<file path="config.mk">
export PLATFORM = sky130hd
export DESIGN_NAME = three_level_priority_fifo_table_unit
export DESIGN_NICKNAME = d
export VERILOG_FILES = /design/src/sv/tlpf_pkg.sv /design/src/sv/three_level_priority_fifo_table_unit.sv /design/src/sv/tlpf_ram.sv
export VERILOG_INCLUDE_DIRS = /design/src /design/src/sv
export SDC_FILE = /design/constraint.sdc
export NUM_CORES = 1
export LEC_CHECK = 0
export ABC_AREA = 0
export BUFFER_PORTS_ARGS = -buffer_cell sky130_fd_sc_hd__buf_2
export CORE_MARGIN = 4
export CORE_UTILIZATION = 40
export CTS_CLUSTER_DIAMETER = 200
export DETAILED_ROUTE_END_ITERATION = 8
export MAX_ROUTING_LAYER = met4
export RECOVER_POWER = 25
export SLEW_MARGIN = 10
export SYNTH_ARGS = -nofsm -noshare
export SYNTH_HDL_FRONTEND = slang
export SYNTH_SLANG_ARGS = --single-unit
</file>
<file path="constraint.sdc">
create_clock -name clock -period 14.1 [get_ports clock]
set_input_delay 0 -clock clock [delete_from_list [all_inputs] [get_ports clock]]
set_output_delay 0 -clock clock [all_outputs]
set_load 0.01 [all_outputs]
</file>
<file path="src/sv/three_level_priority_fifo_table_unit_defines.svh">
// Assertion macros shared by the RTL.
`ifndef THREE_LEVEL_PRIORITY_FIFO_TABLE_UNIT_DEFINES_SVH
`define THREE_LEVEL_PRIORITY_FIFO_TABLE_UNIT_DEFINES_SVH

// Same-cycle implication.
`define TLPF_ASSERT_NOW(lbl, clk, rst, ante, cons) \
   lbl: assert property (@(posedge clk) disable iff (rst) (ante) |-> (cons)) \
      else $error("tlpf check failed");

// Next-cycle implication.
`define TLPF_ASSERT_NEXT(lbl, clk, rst, ante, cons) \
   lbl: assert property (@(posedge clk) disable iff (rst) (ante) |=> (cons)) \
      else $error("tlpf check failed");

`endif

</file>
<file path="src/sv/tlpf_pkg.sv">
package tlpf_pkg;

   localparam int CMD_BITS    = 2;
   localparam int PRIO_BITS   = 2;
   localparam int STATUS_BITS = 3;

   localparam logic [CMD_BITS-1:0] CMD_INSERT   = 2'd0;
   localparam logic [CMD_BITS-1:0] CMD_SET_PRIO = 2'd1;
   localparam logic [CMD_BITS-1:0] CMD_SERVE    = 2'd2;

   localparam logic [PRIO_BITS-1:0] PRIO_LOW     = 2'd2;
   localparam logic [PRIO_BITS-1:0] PRIO_INVALID = 2'd3;

   localparam logic [STATUS_BITS-1:0] STATUS_OK        = 3'd0;
   localparam logic [STATUS_BITS-1:0] STATUS_EMPTY     = 3'd1;
   localparam logic [STATUS_BITS-1:0] STATUS_NOT_FOUND = 3'd2;
   localparam logic [STATUS_BITS-1:0] STATUS_BAD_PRIO  = 3'd3;
   localparam logic [STATUS_BITS-1:0] STATUS_FULL      = 3'd4;

   typedef enum logic [1:0] {
      ST_IDLE,
      ST_SCAN,
      ST_FINISH
   } state_type;

endpackage

</file>
<file path="src/sv/three_level_priority_fifo_table_unit.sv">
// Three-level priority table with first-come tie break.
//
// Input channel (req_*): one command word per item. Insert puts req_entry_key
// in the lowest free slot at low priority; set priority changes the oldest
// entry with that key; serve removes the best-priority, oldest entry.
// Result channel (rsp_*): exactly one word per command with status, the
// served key and priority (zero unless a serve succeeds) and occupancy.
//
// Timing: every command walks all ENTRIES slots through one RAM read port
// and one age subtract/compare unit, one slot per cycle. From accept, a
// command runs through the scan and the write-back step into the result
// register, and the block goes back to idle before req_ready rises again, so
// it takes no new command until the last one has been written back.
// A finished result waits in the rsp register; the next command is taken
// while it waits. If the receiver stalls long enough for that next command to
// finish too, the block holds in its write-back step until the rsp register
// frees up.
// Reset (synchronous, active high) empties the table, zeroes the arrival
// counter and drops rsp_valid. Slot contents are not cleared; no slot's contents
// are used before it is written.
`include "three_level_priority_fifo_table_unit_defines.svh"

module three_level_priority_fifo_table_unit #(
   parameter int ENTRIES    = 16,
   parameter int KEY_BITS   = 16,
   parameter int STAMP_BITS = 32
) (
   input  logic                                 clock,
   input  logic                                 reset,
   input  logic                                 req_valid,
   output logic                                 req_ready,
   input  logic [tlpf_pkg::CMD_BITS-1:0]        req_cmd,
   input  logic [KEY_BITS-1:0]                  req_entry_key,
   input  logic [tlpf_pkg::PRIO_BITS-1:0]       req_new_priority,
   output logic                                 rsp_valid,
   input  logic                                 rsp_ready,
   output logic [tlpf_pkg::STATUS_BITS-1:0]     rsp_status,
   output logic [KEY_BITS-1:0]                  rsp_served_key,
   output logic [tlpf_pkg::PRIO_BITS-1:0]       rsp_served_priority,
   output logic [$clog2(ENTRIES+1)-1:0]         rsp_occupancy
);

   import tlpf_pkg::*;

   localparam int IDX_BITS  = $clog2(ENTRIES);
   localparam int LIVE_BITS = $clog2(ENTRIES + 1);
   localparam int WORD_BITS = KEY_BITS + PRIO_BITS + STAMP_BITS;
   localparam logic [IDX_BITS-1:0] LAST_IDX = IDX_BITS'(ENTRIES - 1);

   // control state
   state_type               state_ff, state_in;
   logic [ENTRIES-1:0]      slot_valid_ff, slot_valid_in;
   logic [STAMP_BITS-1:0]   arrival_counter_ff, arrival_counter_in;
   logic [LIVE_BITS-1:0]    live_count_ff, live_count_in;
   logic                    issuing_ff, issuing_in;
   logic                    cmp_vld_ff, cmp_vld_in;
   logic                    found_ff, found_in;
   logic                    rsp_valid_ff, rsp_valid_in;

   // payload
   logic [CMD_BITS-1:0]     cmd_ff, cmd_in;
   logic [KEY_BITS-1:0]     key_ff, key_in;
   logic [PRIO_BITS-1:0]    prio_ff, prio_in;
   logic [IDX_BITS-1:0]     issue_idx_ff, issue_idx_in;
   logic [IDX_BITS-1:0]     cmp_idx_ff, cmp_idx_in;
   logic [IDX_BITS-1:0]     best_idx_ff, best_idx_in;
   logic [KEY_BITS-1:0]     best_key_ff, best_key_in;
   logic [PRIO_BITS-1:0]    best_prio_ff, best_prio_in;
   logic [STAMP_BITS-1:0]   best_stamp_ff, best_stamp_in;
   logic [STAMP_BITS-1:0]   best_age_ff, best_age_in;
   logic [STATUS_BITS-1:0]  rsp_status_ff, rsp_status_in;
   logic [KEY_BITS-1:0]     rsp_key_ff, rsp_key_in;
   logic [PRIO_BITS-1:0]    rsp_prio_ff, rsp_prio_in;
   logic [LIVE_BITS-1:0]    rsp_occ_ff, rsp_occ_in;

   // slot RAM: {key, priority, stamp}
   logic                    ram_wr_en;
   logic [IDX_BITS-1:0]     ram_wr_addr;
   logic [WORD_BITS-1:0]    ram_wr_data;
   logic [WORD_BITS-1:0]    ram_rd_data;
   logic [KEY_BITS-1:0]     rd_key;
   logic [PRIO_BITS-1:0]    rd_prio;
   logic [STAMP_BITS-1:0]   rd_stamp;
   logic [STAMP_BITS-1:0]   rd_age;
   logic                    rd_slot_valid;
   logic                    take;
   logic                    rsp_free;
   logic                    ctr_adv;

   tlpf_ram #(
      .WIDTH (WORD_BITS),
      .DEPTH (ENTRIES)
   ) u_slot_ram (
      .clock   (clock),
      .wr_en   (ram_wr_en),
      .wr_addr (ram_wr_addr),
      .wr_data (ram_wr_data),
      .rd_addr (issue_idx_ff),
      .rd_data (ram_rd_data)
   );

   assign rd_key        = ram_rd_data[WORD_BITS-1 -: KEY_BITS];
   assign rd_prio       = ram_rd_data[STAMP_BITS +: PRIO_BITS];
   assign rd_stamp      = ram_rd_data[STAMP_BITS-1:0];
   // the one shared age subtractor: modular age of the slot under compare
   assign rd_age        = arrival_counter_ff - rd_stamp;
   assign rd_slot_valid = slot_valid_ff[cmp_idx_ff];
   assign rsp_free      = !rsp_valid_ff || rsp_ready;

   // candidate test for the slot under compare
   always_comb begin
      take = 1'b0;
      case (cmd_ff)
         CMD_INSERT: begin
            take = !found_ff && !rd_slot_valid;
         end
         CMD_SET_PRIO: begin
            take = rd_slot_valid && (rd_key == key_ff) &&
                   (!found_ff || (rd_age > best_age_ff));
         end
         CMD_SERVE: begin
            take = rd_slot_valid && (!found_ff || (rd_prio < best_prio_ff) ||
                   ((rd_prio == best_prio_ff) && (rd_age > best_age_ff)));
         end
         default: begin
            take = 1'b0;
         end
      endcase
   end

   // sequencer: next state, datapath updates, write-back
   always_comb begin
      state_in           = state_ff;
      slot_valid_in      = slot_valid_ff;
      arrival_counter_in = arrival_counter_ff;
      live_count_in      = live_count_ff;
      issuing_in         = issuing_ff;
      cmp_vld_in         = 1'b0;
      found_in           = found_ff;
      rsp_valid_in       = rsp_valid_ff && !rsp_ready;
      cmd_in             = cmd_ff;
      key_in             = key_ff;
      prio_in            = prio_ff;
      issue_idx_in       = issue_idx_ff;
      cmp_idx_in         = cmp_idx_ff;
      best_idx_in        = best_idx_ff;
      best_key_in        = best_key_ff;
      best_prio_in       = best_prio_ff;
      best_stamp_in      = best_stamp_ff;
      best_age_in        = best_age_ff;
      rsp_status_in      = rsp_status_ff;
      rsp_key_in         = rsp_key_ff;
      rsp_prio_in        = rsp_prio_ff;
      rsp_occ_in         = rsp_occ_ff;
      req_ready          = 1'b0;
      ram_wr_en          = 1'b0;
      ram_wr_addr        = best_idx_ff;
      ram_wr_data        = {best_key_ff, prio_ff, best_stamp_ff};
      ctr_adv            = 1'b0;

      case (state_ff)
         ST_IDLE: begin
            req_ready = 1'b1;
            if (req_valid) begin
               cmd_in       = req_cmd;
               key_in       = req_entry_key;
               prio_in      = req_new_priority;
               issue_idx_in = '0;
               issuing_in   = 1'b1;
               found_in     = 1'b0;
               state_in     = ST_SCAN;
            end
         end
         ST_SCAN: begin
            // read issue stage
            if (issuing_ff) begin
               cmp_vld_in = 1'b1;
               cmp_idx_in = issue_idx_ff;
               if (issue_idx_ff == LAST_IDX) begin
                  issuing_in = 1'b0;
               end else begin
                  issue_idx_in = issue_idx_ff + 1'b1;
               end
            end
            // compare stage, one slot behind
            if (cmp_vld_ff) begin
               if (take) begin
                  found_in      = 1'b1;
                  best_idx_in   = cmp_idx_ff;
                  best_key_in   = rd_key;
                  best_prio_in  = rd_prio;
                  best_stamp_in = rd_stamp;
                  best_age_in   = rd_age;
               end
               if (cmp_idx_ff == LAST_IDX) begin
                  state_in = ST_FINISH;
               end
            end
         end
         ST_FINISH: begin
            if (rsp_free) begin
               rsp_status_in = STATUS_OK;
               rsp_key_in    = '0;
               rsp_prio_in   = '0;
               case (cmd_ff)
                  CMD_INSERT: begin
                     if (found_ff) begin
                        ram_wr_en                  = 1'b1;
                        ram_wr_data                = {key_ff, PRIO_LOW, arrival_counter_ff};
                        slot_valid_in[best_idx_ff] = 1'b1;
                        arrival_counter_in         = arrival_counter_ff + 1'b1;
                        live_count_in              = live_count_ff + 1'b1;
                        ctr_adv                    = 1'b1;
                     end else begin
                        rsp_status_in = STATUS_FULL;
                     end
                  end
                  CMD_SET_PRIO: begin
                     // key check ranks above the code check
                     if (!found_ff) begin
                        rsp_status_in = STATUS_NOT_FOUND;
                     end else if (prio_ff == PRIO_INVALID) begin
                        rsp_status_in = STATUS_BAD_PRIO;
                     end else begin
                        ram_wr_en = 1'b1;
                     end
                  end
                  CMD_SERVE: begin
                     if (found_ff) begin
                        slot_valid_in[best_idx_ff] = 1'b0;
                        live_count_in              = live_count_ff - 1'b1;
                        rsp_key_in                 = best_key_ff;
                        rsp_prio_in                = best_prio_ff;
                     end else begin
                        rsp_status_in = STATUS_EMPTY;
                     end
                  end
                  default: begin
                     // unused command: no change, status ok
                  end
               endcase
               rsp_occ_in   = live_count_in;
               rsp_valid_in = 1'b1;
               state_in     = ST_IDLE;
            end
         end
         default: begin
            state_in = ST_IDLE;
         end
      endcase
   end

   always_ff @(posedge clock) begin
      if (reset) begin
         state_ff <= ST_IDLE;
      end else begin
         state_ff <= state_in;
      end
   end

   always_ff @(posedge clock) begin
      if (reset) begin
         slot_valid_ff      <= '0;
         arrival_counter_ff <= '0;
         live_count_ff      <= '0;
         issuing_ff         <= 1'b0;
         cmp_vld_ff         <= 1'b0;
         found_ff           <= 1'b0;
         rsp_valid_ff       <= 1'b0;
      end else begin
         slot_valid_ff      <= slot_valid_in;
         arrival_counter_ff <= arrival_counter_in;
         live_count_ff      <= live_count_in;
         issuing_ff         <= issuing_in;
         cmp_vld_ff         <= cmp_vld_in;
         found_ff           <= found_in;
         rsp_valid_ff       <= rsp_valid_in;
      end
   end

   always_ff @(posedge clock) begin
      cmd_ff        <= cmd_in;
      key_ff        <= key_in;
      prio_ff       <= prio_in;
      issue_idx_ff  <= issue_idx_in;
      cmp_idx_ff    <= cmp_idx_in;
      best_idx_ff   <= best_idx_in;
      best_key_ff   <= best_key_in;
      best_prio_ff  <= best_prio_in;
      best_stamp_ff <= best_stamp_in;
      best_age_ff   <= best_age_in;
      rsp_status_ff <= rsp_status_in;
      rsp_key_ff    <= rsp_key_in;
      rsp_prio_ff   <= rsp_prio_in;
      rsp_occ_ff    <= rsp_occ_in;
   end

   assign rsp_valid           = rsp_valid_ff;
   assign rsp_status          = rsp_status_ff;
   assign rsp_served_key      = rsp_key_ff;
   assign rsp_served_priority = rsp_prio_ff;
   assign rsp_occupancy       = rsp_occ_ff;

   // occupancy count tracks the valid bits
   `TLPF_ASSERT_NOW(a_live_matches_valid, clock, reset, 1'b1, live_count_ff == $countones(slot_valid_ff))
   // arrival counter moves only on a successful insert
   `TLPF_ASSERT_NEXT(a_counter_hold, clock, reset, !ctr_adv, arrival_counter_ff == $past(arrival_counter_ff))
   // a result appears only out of the write-back step
   `TLPF_ASSERT_NEXT(a_rsp_source, clock, reset, !rsp_valid_ff && !((state_ff == ST_FINISH) && rsp_free), !rsp_valid_ff)
   // no slot state changes while the scan is running
   `TLPF_ASSERT_NEXT(a_scan_no_write, clock, reset, state_ff == ST_SCAN, slot_valid_ff == $past(slot_valid_ff))

endmodule

</file>
<file path="src/sv/tlpf_ram.sv">
module tlpf_ram #(
   parameter int WIDTH = 50,
   parameter int DEPTH = 16
) (
   input  logic                     clock,
   input  logic                     wr_en,
   input  logic [$clog2(DEPTH)-1:0] wr_addr,
   input  logic [WIDTH-1:0]         wr_data,
   input  logic [$clog2(DEPTH)-1:0] rd_addr,
   output logic [WIDTH-1:0]         rd_data
);

   logic [WIDTH-1:0] mem [DEPTH];
   logic [WIDTH-1:0] rd_data_ff;

   always_ff @(posedge clock) begin
      if (wr_en) begin
         mem[wr_addr] <= wr_data;
      end
      rd_data_ff <= mem[rd_addr];
   end

   assign rd_data = rd_data_ff;

endmodule

</file>
==> impl_metrics.json, run 1 <==
{
  "status": "finished with violations",
  "violations": "capacitance limit, slew limit",
  "period_share": 0.500,
  "worstSkewPairLatency_ns": 0.68,
  "ys_ff_latch": 1049,
  "hold_violations": 0,
  "synth-compound-area-share": 0.0220,
  "p_switching_uw": 1410,
  "clock.fmax_ghz": 0.142,
  "cp-start-kind": "flip-flop",
  "layout_min_cycle_time_ns": 7.05,
  "antenna_cells": 0,
  "final_core_util": 0.457,
  "critical_path.cell_chain": "clkbuf_1 > nor4_1 > clkbuf_1 > nor2b_1",
  "htreeDepth": 3,
  "pin_count": 52,
  "antenna_left": 0,
  "yosysTopAreaCell": "edfxtp_1",
  "post_drt_wl_per_cell_um": 24.3,
  "grt_first_pass_wirelength_um": 138000,
  "power_leakage_uw": 0.0154,
  "avgSynthCellArea_um2": 19.3,
  "power_frac_clock": 0.425,
  "cts_resized": 0,
  "hpwl_um": 51100,
  "r2r_end": "u_slot_ram.mem[11][32]",
  "cap_violations": 19,
  "dieArea_mm2": 0.109,
  "grt_pass1_vias": 21365,
  "numCtsBuffers": 104,
  "hold-path-cell-count": 2,
  "die_h_um": 330,
  "synth_simple_gate_area_frac": 0.0405,
  "p_sw_frac": 0.213,
  "synthMuxAreaShare": 0.153,
  "nets": 2391,
  "synthTopCellsByArea": "edfxtp_1 68%, mux4_2 14%, dfxtp_1 5.2%",
  "clockRootBuffer": "clkbuf_16",
  "cp-end-kind": "flip-flop",
  "yosysTopAreaCellShare": 0.679,
  "syn_nets": 2250,
  "row_count": 118,
  "synthCells": 2156,
  "ctsLongestPathBuffers": 3,
  "synth_enable_flop_cells": 940,
  "drt_wl_total_um": 91500,
  "cts.sinks": 1049,
  "slew_headroom": -1.68,
  "synth_cell_type_count": 59,
  "drc": 0,
  "area_delta_synth_final_pct": 13.7,
  "coreArea_mm2": 0.103,
  "min_to": "key_ff[4]",
  "antenna_found_initial": 1,
  "num_vias": 20534,
  "pwr-share-comb": 0.060,
  "synthXorXnorAreaFrac": 0.0166,
  "slew_viol_final": 407,
  "ys_warn_count": 0,
  "drt-initial-drc-count": 1866,
  "mappedNetlistArea_mm2": 0.0416,
  "ir_drop_uv": 88.6,
  "cp_data_arrival_time_ns": 7.15,
  "final_common_cell": "edfxtp_1",
  "portBuffers": 51,
  "path_max_fanout": 55,
  "max_stage_delay_ns": 2.92,
  "layout_common_cells": "940 x edfxtp_1, 255 x mux4_2, 109 x dfxtp_1",
  "routabilityCongestion": 0.812,
  "worstPathRequired_ns": 14.20,
  "synthArstFlopShare": 0,
  "crit_top_cell": "clkbuf_1",
  "reg2regPathDepth": 4,
  "synth_top_flop_cell": "edfxtp_1",
  "routed_via_density": 5.45,
  "critPathBufInv": 2,
  "tns_ns": 0,
  "min_from": "req_entry_key[4]",
  "power_frac_seq": 0.515,
  "cts_tree": "yes",
  "path_clk_slew_ns": 0.06,
  "powerDensity_mw_per_mm2": 140,
  "drt_first_pass_iters": 6,
  "worstSetupPathType": "flip-flop to flip-flop",
  "synth-adder-area-share": 0.0212,
  "synth_top_family_by_area": "multiplexers",
  "setup_violations": 0,
  "clock_skew_ns": 0.0228,
  "synth-seq-area-share": 0.731,
  "dieWidth_um": 330,
  "intPower_uw": 5210,
  "grt-ovfl-total": 0,
  "start_util": 0.402,
  "rsz0062_at_grt": "false",
  "reg2reg_slack_ns": 7.05,
  "crit_family": "buffers and inverters",
  "cp_slowest_cell": "clkbuf_1",
  "track_usage": 0.175,
  "grt_start_max_net_pins": 145,
  "drive_gt1_frac": 0.218,
  "r2r-start": "cmd_ff[1]",
  "worstHoldPathType": "input pin to flip-flop",
  "worst_pin_slew_ns": 4.03
}
per-stage QoR:
stage                     cell area, um^2  hold WS (ns)  power (uW)  setup WS, ns  instances
after floorplan                     41600        0.0989        3760          4.11       2156
after global placement              43600         0.177        3860          8.02       3537
after detailed placement            43600         0.178        3860          8.04       3537
after CTS                           47500      0.000540        6700          8.01       3769
after global routing                47300        0.0241        6870          6.64       3769
final                               47300        0.0398        6620          7.05       3769
cell usage after synthesis, types with 16 or more instances:
| master | n |
|---|---|
| o21ai_0 | 23 |
| and3_1 | 28 |
| a21o_1 | 23 |
| xnor2_1 | 29 |
| nor2_1 | 108 |
| ha_1 | 69 |
| nor3_1 | 43 |
| buf_2 | 24 |
| mux2_2 | 48 |
| inv_1 | 80 |
| mux4_2 | 255 |
| nand2b_1 | 16 |
| nand2_1 | 57 |
| edfxtp_1 | 940 |
| clkbuf_1 | 57 |
| dfxtp_1 | 109 |
| a21oi_1 | 49 |
| xor2_1 | 50 |
| nand3_1 | 28 |
cell families after synthesis:
logic type      after synthesis
compound gates              139
xor+xnor                     79
fa+ha+maj                    70
buf+inv                     167
flops                      1049
mux                         309
simple gates                343
cell type report:
class,count,area [um^2]
Sequential cell,1049,30400
Inverter,80,300
Clock buffer,132,2740
Tap cell,1380,1730
Multi-Input combinational cell,940,10500
Fill cell,8670,56100
Clock inverter,66,792
Timing Repair Buffer,122,817
how the worst max path moves through the flow:
stage / startpoint / end / slack [ns] / cells after the start
after detailed placement: arrival_counter_ff[0] / best_key_ff[13] / 8.04 / 17
after floorplan: arrival_counter_ff[0] / best_age_ff[0] / 4.11 / 16
after global placement: arrival_counter_ff[0] / best_key_ff[2] / 8.02 / 17
final: cmd_ff[1] / u_slot_ram.mem[11][32] / 7.05 / 4
after CTS: arrival_counter_ff[0] / best_stamp_ff[14] / 8.01 / 17
after global routing: cmd_ff[1] / u_slot_ram.mem[11][32] / 6.64 / 4
what timing repair did:
action	CTS	global route
endpoints found under the hold margin	70	0
buffers inserted	0	0
hold buffers	34	0
layer usage:
layer | up-vias | GRT usage | part of all wire
li1 | 8938 | - | -
met1 | 10884 | 0.236 | 0.43
met2 | 588 | 0.283 | 0.49
met3 | 124 | 0.0250 | 0.055
met4 | 0 | 0.0444 | 0.018
met5 | - | - | 0
power groups by stage:
stage | sequential [uW] | clock (uW) | combinational, uW
finish | 3410 | 2820 | 395
global route | 3410 | 3030 | 433
CTS | 3410 | 2890 | 398
detailed placement | 3480 | 0 | 388
global placement | 3480 | 0 | 385
floorplan | 3470 | 0 | 293
state kept, by name (all words and copies together), names as in the netlist, 16 cells and up, named ones only:
register,count
key_ff,16
u_slot_ram.mem,800
arrival_counter_ff,32
best_age_ff,32
best_key_ff,16
best_stamp_ff,32
rsp_served_key,16
u_slot_ram.rd_data,50
No activity file was read; power rests on OpenSTA's default activity.
==> run 2, diff against run 1 <==
==> constraint.sdc (replaced) <==
create_clock -name clock -period 7.4 [get_ports clock]
set_input_delay 0 -clock clock [delete_from_list [all_inputs] [get_ports clock]]
set_output_delay 0 -clock clock [all_outputs]
set_load 0.01 [all_outputs]
==> run 2 against run 1 <==
Effect of this change:
- the run still ends with capacitance limit, slew limit left
- routed wire length rose by 0.59%
- register-to-register slack worse by 5.5 ns
- first-iteration DRC count up 0.75%
- critical path type unchanged
- combinational power is 98% higher
- sequential power is 91% higher
- hold slack improved by 0.016 ns
- maximum frequency rose by 21%
- non-clock buffer count decreased by 10
- largest power group unchanged
==> impl_metrics.json, run 2 (synthesis gave the netlist of run 1 again) <==
{
  "intPower_uw": 10100,
  "antenna_found_initial": 1,
  "layout_common_cells": "940 x edfxtp_1, 255 x mux4_2, 109 x dfxtp_1",
  "status": "finished with violations",
  "worstSetupPathType": "flip-flop to flip-flop",
  "worstHoldPathType": "input pin to flip-flop",
  "pin_count": 52,
  "portBuffers": 51,
  "slew_headroom": -2.04,
  "coreArea_mm2": 0.103,
  "place_inst": 3538,
  "worstSkewPairLatency_ns": 0.66,
  "cp-end-kind": "flip-flop",
  "dieWidth_um": 330,
  "drive_gt1_frac": 0.219,
  "nets": 2379,
  "fillerInstances": 8693,
  "drt-initial-drc-count": 1880,
  "slew_viol_final": 503,
  "final_common_cell": "edfxtp_1",
  "drt_wl_total_um": 92000,
  "period_share": 0.789,
  "ctsLongestPathBuffers": 3,
  "max_stage_delay_ns": 3.15,
  "antenna_cells": 0,
  "path_clk_slew_ns": 0.06,
  "ir_drop_uv": 211,
  "worstPathRequired_ns": 7.89,
  "pre_cts_ws_ns": 1.67,
  "hold_violations": 0,
  "hpwl_um": 51900,
  "cp_data_arrival_time_ns": 6.33,
  "path_max_fanout": 143,
  "whs_ns": 0.0558,
  "drc": 0,
  "die_h_um": 330,
  "htreeDepth": 3,
  "drt_first_pass_iters": 5,
  "multi_input_area_mm2": 0.0105,
  "tns_ns": 0,
  "routed_via_density": 5.49,
  "violations": "capacitance limit, slew limit",
  "power_leakage_uw": 0.0154,
  "cap_violations": 15,
  "grt-ovfl-total": 0,
  "cp-start-kind": "flip-flop",
  "critical_path.cell_chain": "clkbuf_2 > buf_4 > mux4_2 > mux4_2",
  "reg2reg_slack_ns": 1.56,
  "track_usage": 0.175,
  "clock_skew_ns": 0.0181,
  "powerDensity_mw_per_mm2": 269,
  "clock.fmax_ghz": 0.171,
  "dieArea_mm2": 0.109,
  "pwr-share-comb": 0.062,
  "power_frac_clock": 0.427,
  "setup_violations": 0,
  "row_count": 118,
  "p_sw_frac": 0.206,
  "grt_pass1_vias": 21321,
  "numCtsBuffers": 102,
  "grt_first_pass_wirelength_um": 138000,
  "worst_slack_ns": 1.56,
  "design_area_mm2": 0.0472,
  "start_util": 0.402,
  "rsz0062_at_grt": "false",
  "power_frac_seq": 0.512,
  "largest_reg_flops": 800,
  "layout_min_cycle_time_ns": 5.84,
  "ff_latch_area_mm2": 0.0304,
  "regMostFlops": "u_slot_ram.mem",
  "cts.sinks": 1049,
  "grt_start_max_net_pins": 144,
  "worst_pin_slew_ns": 4.57,
  "cts_tree": "yes",
  "crit_top_cell": "mux4_2",
  "cp_slowest_cell": "clkbuf_2",
  "post_cts_buffers": 0,
  "layout.cells.non_filler": 3751,
  "clockRootBuffer": "clkbuf_16",
  "area_delta_synth_final_pct": 13.6,
  "post_drt_wl_per_cell_um": 24.5,
  "num_vias": 20578,
  "antenna_left": 0,
  "p_switching_uw": 2620,
  "place_area_mm2": 0.0437,
  "routabilityCongestion": 0.815
}
[run 2: cell types whose count changed in the layout (fill, tap and decap cells not counted), sizes merged]
cell,change
clkinvlp,-12
buf,+2
inv,-1
clkinv,-6
clkbuf,+10
dlygate4sd3,-11
[run 2: critical path: cells and delay by family, from the launching register on]
family / cells / cell delay, ns
buffers and inverters: 2 / 4.27
flip-flops: 1 / 0.32
multiplexers: 2 / 0.95
[run 2: area by class of cell]
class                      count  share of cell area
clock buffer                 143              0.0625
clock inverter                47              0.0125
inverter                      80             0.00636
multi-input combinational    940               0.223
sequential                  1049               0.644
tap                         1380              0.0366
timing repair buffer         112              0.0154
[run 2: worst paths after layout]
| kind | cells after the start | startpoint | end |
|---|---|---|---|
| max reg2reg | 4 | issue_idx_ff[1] | u_slot_ram.rd_data[18] |
| max | 4 | issue_idx_ff[1] | u_slot_ram.rd_data[18] |
| min reg2reg | 0 | u_slot_ram.rd_data[7] | best_stamp_ff[7] |
| min | 2 | req_entry_key[12] | key_ff[12] |
[run 2: layer usage]
| layer | global-route usage | vias up | routed length (um) |
|---|---|---|---|
| li1 | - | 8903 | - |
| met5 | - | - | 0 |
| met3 | 0.0258 | 152 | 4860 |
| met2 | 0.288 | 562 | 46200 |
| met1 | 0.231 | 10961 | 38900 |
| met4 | 0.0456 | 0 | 2000 |
[run 2: power by group through the flow]
| stage | Clock, uW | Combinational [uW] | Sequential (uW) |
|---|---|---|---|
| floorplan | 0 | 558 | 6600 |
| global placement | 0 | 730 | 6630 |
| detailed placement | 0 | 737 | 6630 |
| CTS | 5530 | 750 | 6500 |
| global route | 5760 | 856 | 6510 |
| finish | 5420 | 782 | 6500 |
[run 2: per-stage QoR]
stage | util | total power (uW)
2_1_floorplan | - | 7160
3_3_place_gp | 0.423 | 7360
3_5_place_dp | 0.423 | 7370
4_1_cts | 0.459 | 12800
5_1_grt | 0.457 | 13100
6_report | 0.457 | 12700
[run 2: what timing repair did]
| action | in CTS | in global routing |
|---|---|---|
| hold buffers | 23 | 0 |
| resized for setup | 0 | 0 |
| hold endpoints to repair | 62 | 0 |
==> run 3, diff against run 2 <==
==> constraint.sdc (replaced) <==
create_clock -name clock -period 5.5 [get_ports clock]
set_input_delay 0 -clock clock [delete_from_list [all_inputs] [get_ports clock]]
set_output_delay 0 -clock clock [all_outputs]
set_load 0.01 [all_outputs]
==> run 3 against run 2 <==
Effect of this change:
- the run still ends with capacitance limit, slew limit left
- sequential cell count did not move
- hold slack got worse by 0.012 ns
- cell area up 1.8%
- final cell count increased by 0.85%
- register-to-register slack got worse by 1.1 ns
- maximum frequency increased by 17%
- critical path type unchanged
- largest cell class unchanged
==> impl_metrics.json, run 3 (synthesis gave the netlist of run 1 again) <==
{
  "portBuffers": 51,
  "worstPathRequired_ns": 5.82,
  "drc": 0,
  "startpoint": "arrival_counter_ff[0]",
  "powerDensity_mw_per_mm2": 366,
  "slew_viol_final": 216,
  "dieWidth_um": 330,
  "fillerInstances": 8668,
  "layout_min_cycle_time_ns": 5.01,
  "drt-initial-drc-count": 2023,
  "area_delta_synth_final_pct": 15.6,
  "violations": "capacitance limit, slew limit",
  "intPower_uw": 13900,
  "hold_violations": 0,
  "routabilityCongestion": 0.862,
  "htreeDepth": 3,
  "drive_gt1_frac": 0.231,
  "drt_wl_total_um": 93700,
  "cp-start-kind": "flip-flop",
  "cts_resized": 0,
  "antenna_left": 0,
  "hpwl_um": 51200,
  "power_frac_seq": 0.497,
  "largest_reg_flops": 800,
  "power_frac_clock": 0.445,
  "layout_common_cells": "940 x edfxtp_1, 255 x mux4_2, 110 x clkbuf_16",
  "worstHoldPathType": "input pin to flip-flop",
  "worst_pin_slew_ns": 3.03,
  "layout.cells.non_filler": 3783,
  "period_share": 0.911,
  "rsz0062_at_grt": "false",
  "pin_count": 52,
  "path_clk_slew_ns": 0.06,
  "num_vias": 20735,
  "status": "finished with violations",
  "ctsLongestPathBuffers": 3,
  "nets": 2404,
  "track_usage": 0.180,
  "start_util": 0.402,
  "worstSetupPathType": "flip-flop to flip-flop",
  "cts.sinks": 1049,
  "dieArea_mm2": 0.109,
  "cp_data_arrival_time_ns": 5.33,
  "path_max_fanout": 33,
  "drt_first_pass_iters": 5,
  "regMostFlops": "u_slot_ram.mem",
  "clockRootBuffer": "clkbuf_16",
  "antenna_cells": 0,
  "clock.fmax_ghz": 0.200,
  "ir_drop_uv": 292,
  "min_from": "req_cmd[0]",
  "cp-end-kind": "flip-flop",
  "routed_via_density": 5.48,
  "pwr-share-comb": 0.059,
  "p_sw_frac": 0.209,
  "cts_tree": "yes",
  "setup_violations": 0,
  "die_h_um": 330,
  "grt-ovfl-total": 0,
  "post_drt_wl_per_cell_um": 24.8,
  "coreArea_mm2": 0.103,
  "grt_start_max_net_pins": 141,
  "worstSkewPairLatency_ns": 0.69,
  "ff_latch_area_mm2": 0.0304,
  "slew_headroom": -1.02,
  "cap_violations": 7,
  "numCtsBuffers": 109,
  "final_common_cell": "edfxtp_1",
  "multi_input_area_mm2": 0.0108,
  "power_leakage_uw": 0.0157,
  "r2r-start": "arrival_counter_ff[0]",
  "place_inst": 3545,
  "grt_pass1_vias": 21529,
  "antenna_found_initial": 2,
  "p_switching_uw": 3670,
  "row_count": 118,
  "clock_skew_ns": 0.0252,
  "total_power_uw": 17600,
  "grt_first_pass_wirelength_um": 142000
}
run 3: stage by stage:
stage | TNS [ns] | instance area [um^2] | util | worst slack (ns) | hold WS (ns)
3_3_place_gp | 0 | 44000 | 0.426 | 0.768 | 0.177
4_1_cts | 0 | 48200 | 0.467 | 0.642 | 0.00236
3_5_place_dp | 0 | 44000 | 0.426 | 0.691 | 0.179
2_1_floorplan | -26.81 | 41700 | - | -0.312 | 0.0989
6_report | 0 | 48100 | 0.465 | 0.488 | 0.0435
5_1_grt | 0 | 48100 | 0.465 | 0.254 | 0.0264
run 3: path summary, 6_finish.rpt:
path,endpoint,slack (ns),depth (start not counted)
setup / recovery,best_stamp_ff[7],0.49,17
hold / removal,cmd_ff[0],0.04,2
setup reg to reg,best_stamp_ff[7],0.49,17
hold reg to reg,best_stamp_ff[15],0.44,0
run 3: critical path: stages (launching register included):
cell      delay (ns)
dfxtp_1         0.42
inv_1           0.07
ha_1            0.22
fa_1            0.40
nand2b_1        0.18
a21oi_1         0.28
o21ai_2         0.15
a311oi_2        0.35
o21ai_0         0.17
a21oi_1         0.18
o21ai_1         0.10
xnor2_1         0.15
ha_1            0.30
nand4_1         0.13
or4_4           0.57
o221a_4         0.28
nor3_4          0.24
buf_4           0.45
run 3: final cells by class:
class	instances	area share
clock buffers	134	0.0604
clock inverters	70	0.0200
inverters	80	0.00625
multi-input cells	940	0.224
flip-flops and latches	1049	0.633
well taps	1380	0.0359
repair buffers	130	0.0213
run 3: routing by layer:
layer | up-vias | routed length, um | GRT usage
met5 | - | 0 | -
met4 | 0 | 1980 | 0.0474
met3 | 140 | 5720 | 0.0332
met2 | 644 | 45200 | 0.281
met1 | 10982 | 40900 | 0.246
li1 | 8969 | - | -
run 3: what timing repair did:
item                                   in CTS  in global routing
endpoints found under the hold margin      86                  0
setup buffers                               0                  0
hold buffers                               34                  0
run 3: power by group through the flow:
stage / Clock, uW / Combinational (uW) / Sequential [uW]
6_report: 7830 / 1030 / 8750
5_1_grt: 8350 / 1120 / 8760
4_1_cts: 7990 / 1050 / 8750
3_5_place_dp: 0 / 1020 / 8920
3_3_place_gp: 0 / 1010 / 8920
2_1_floorplan: 0 / 770 / 8890
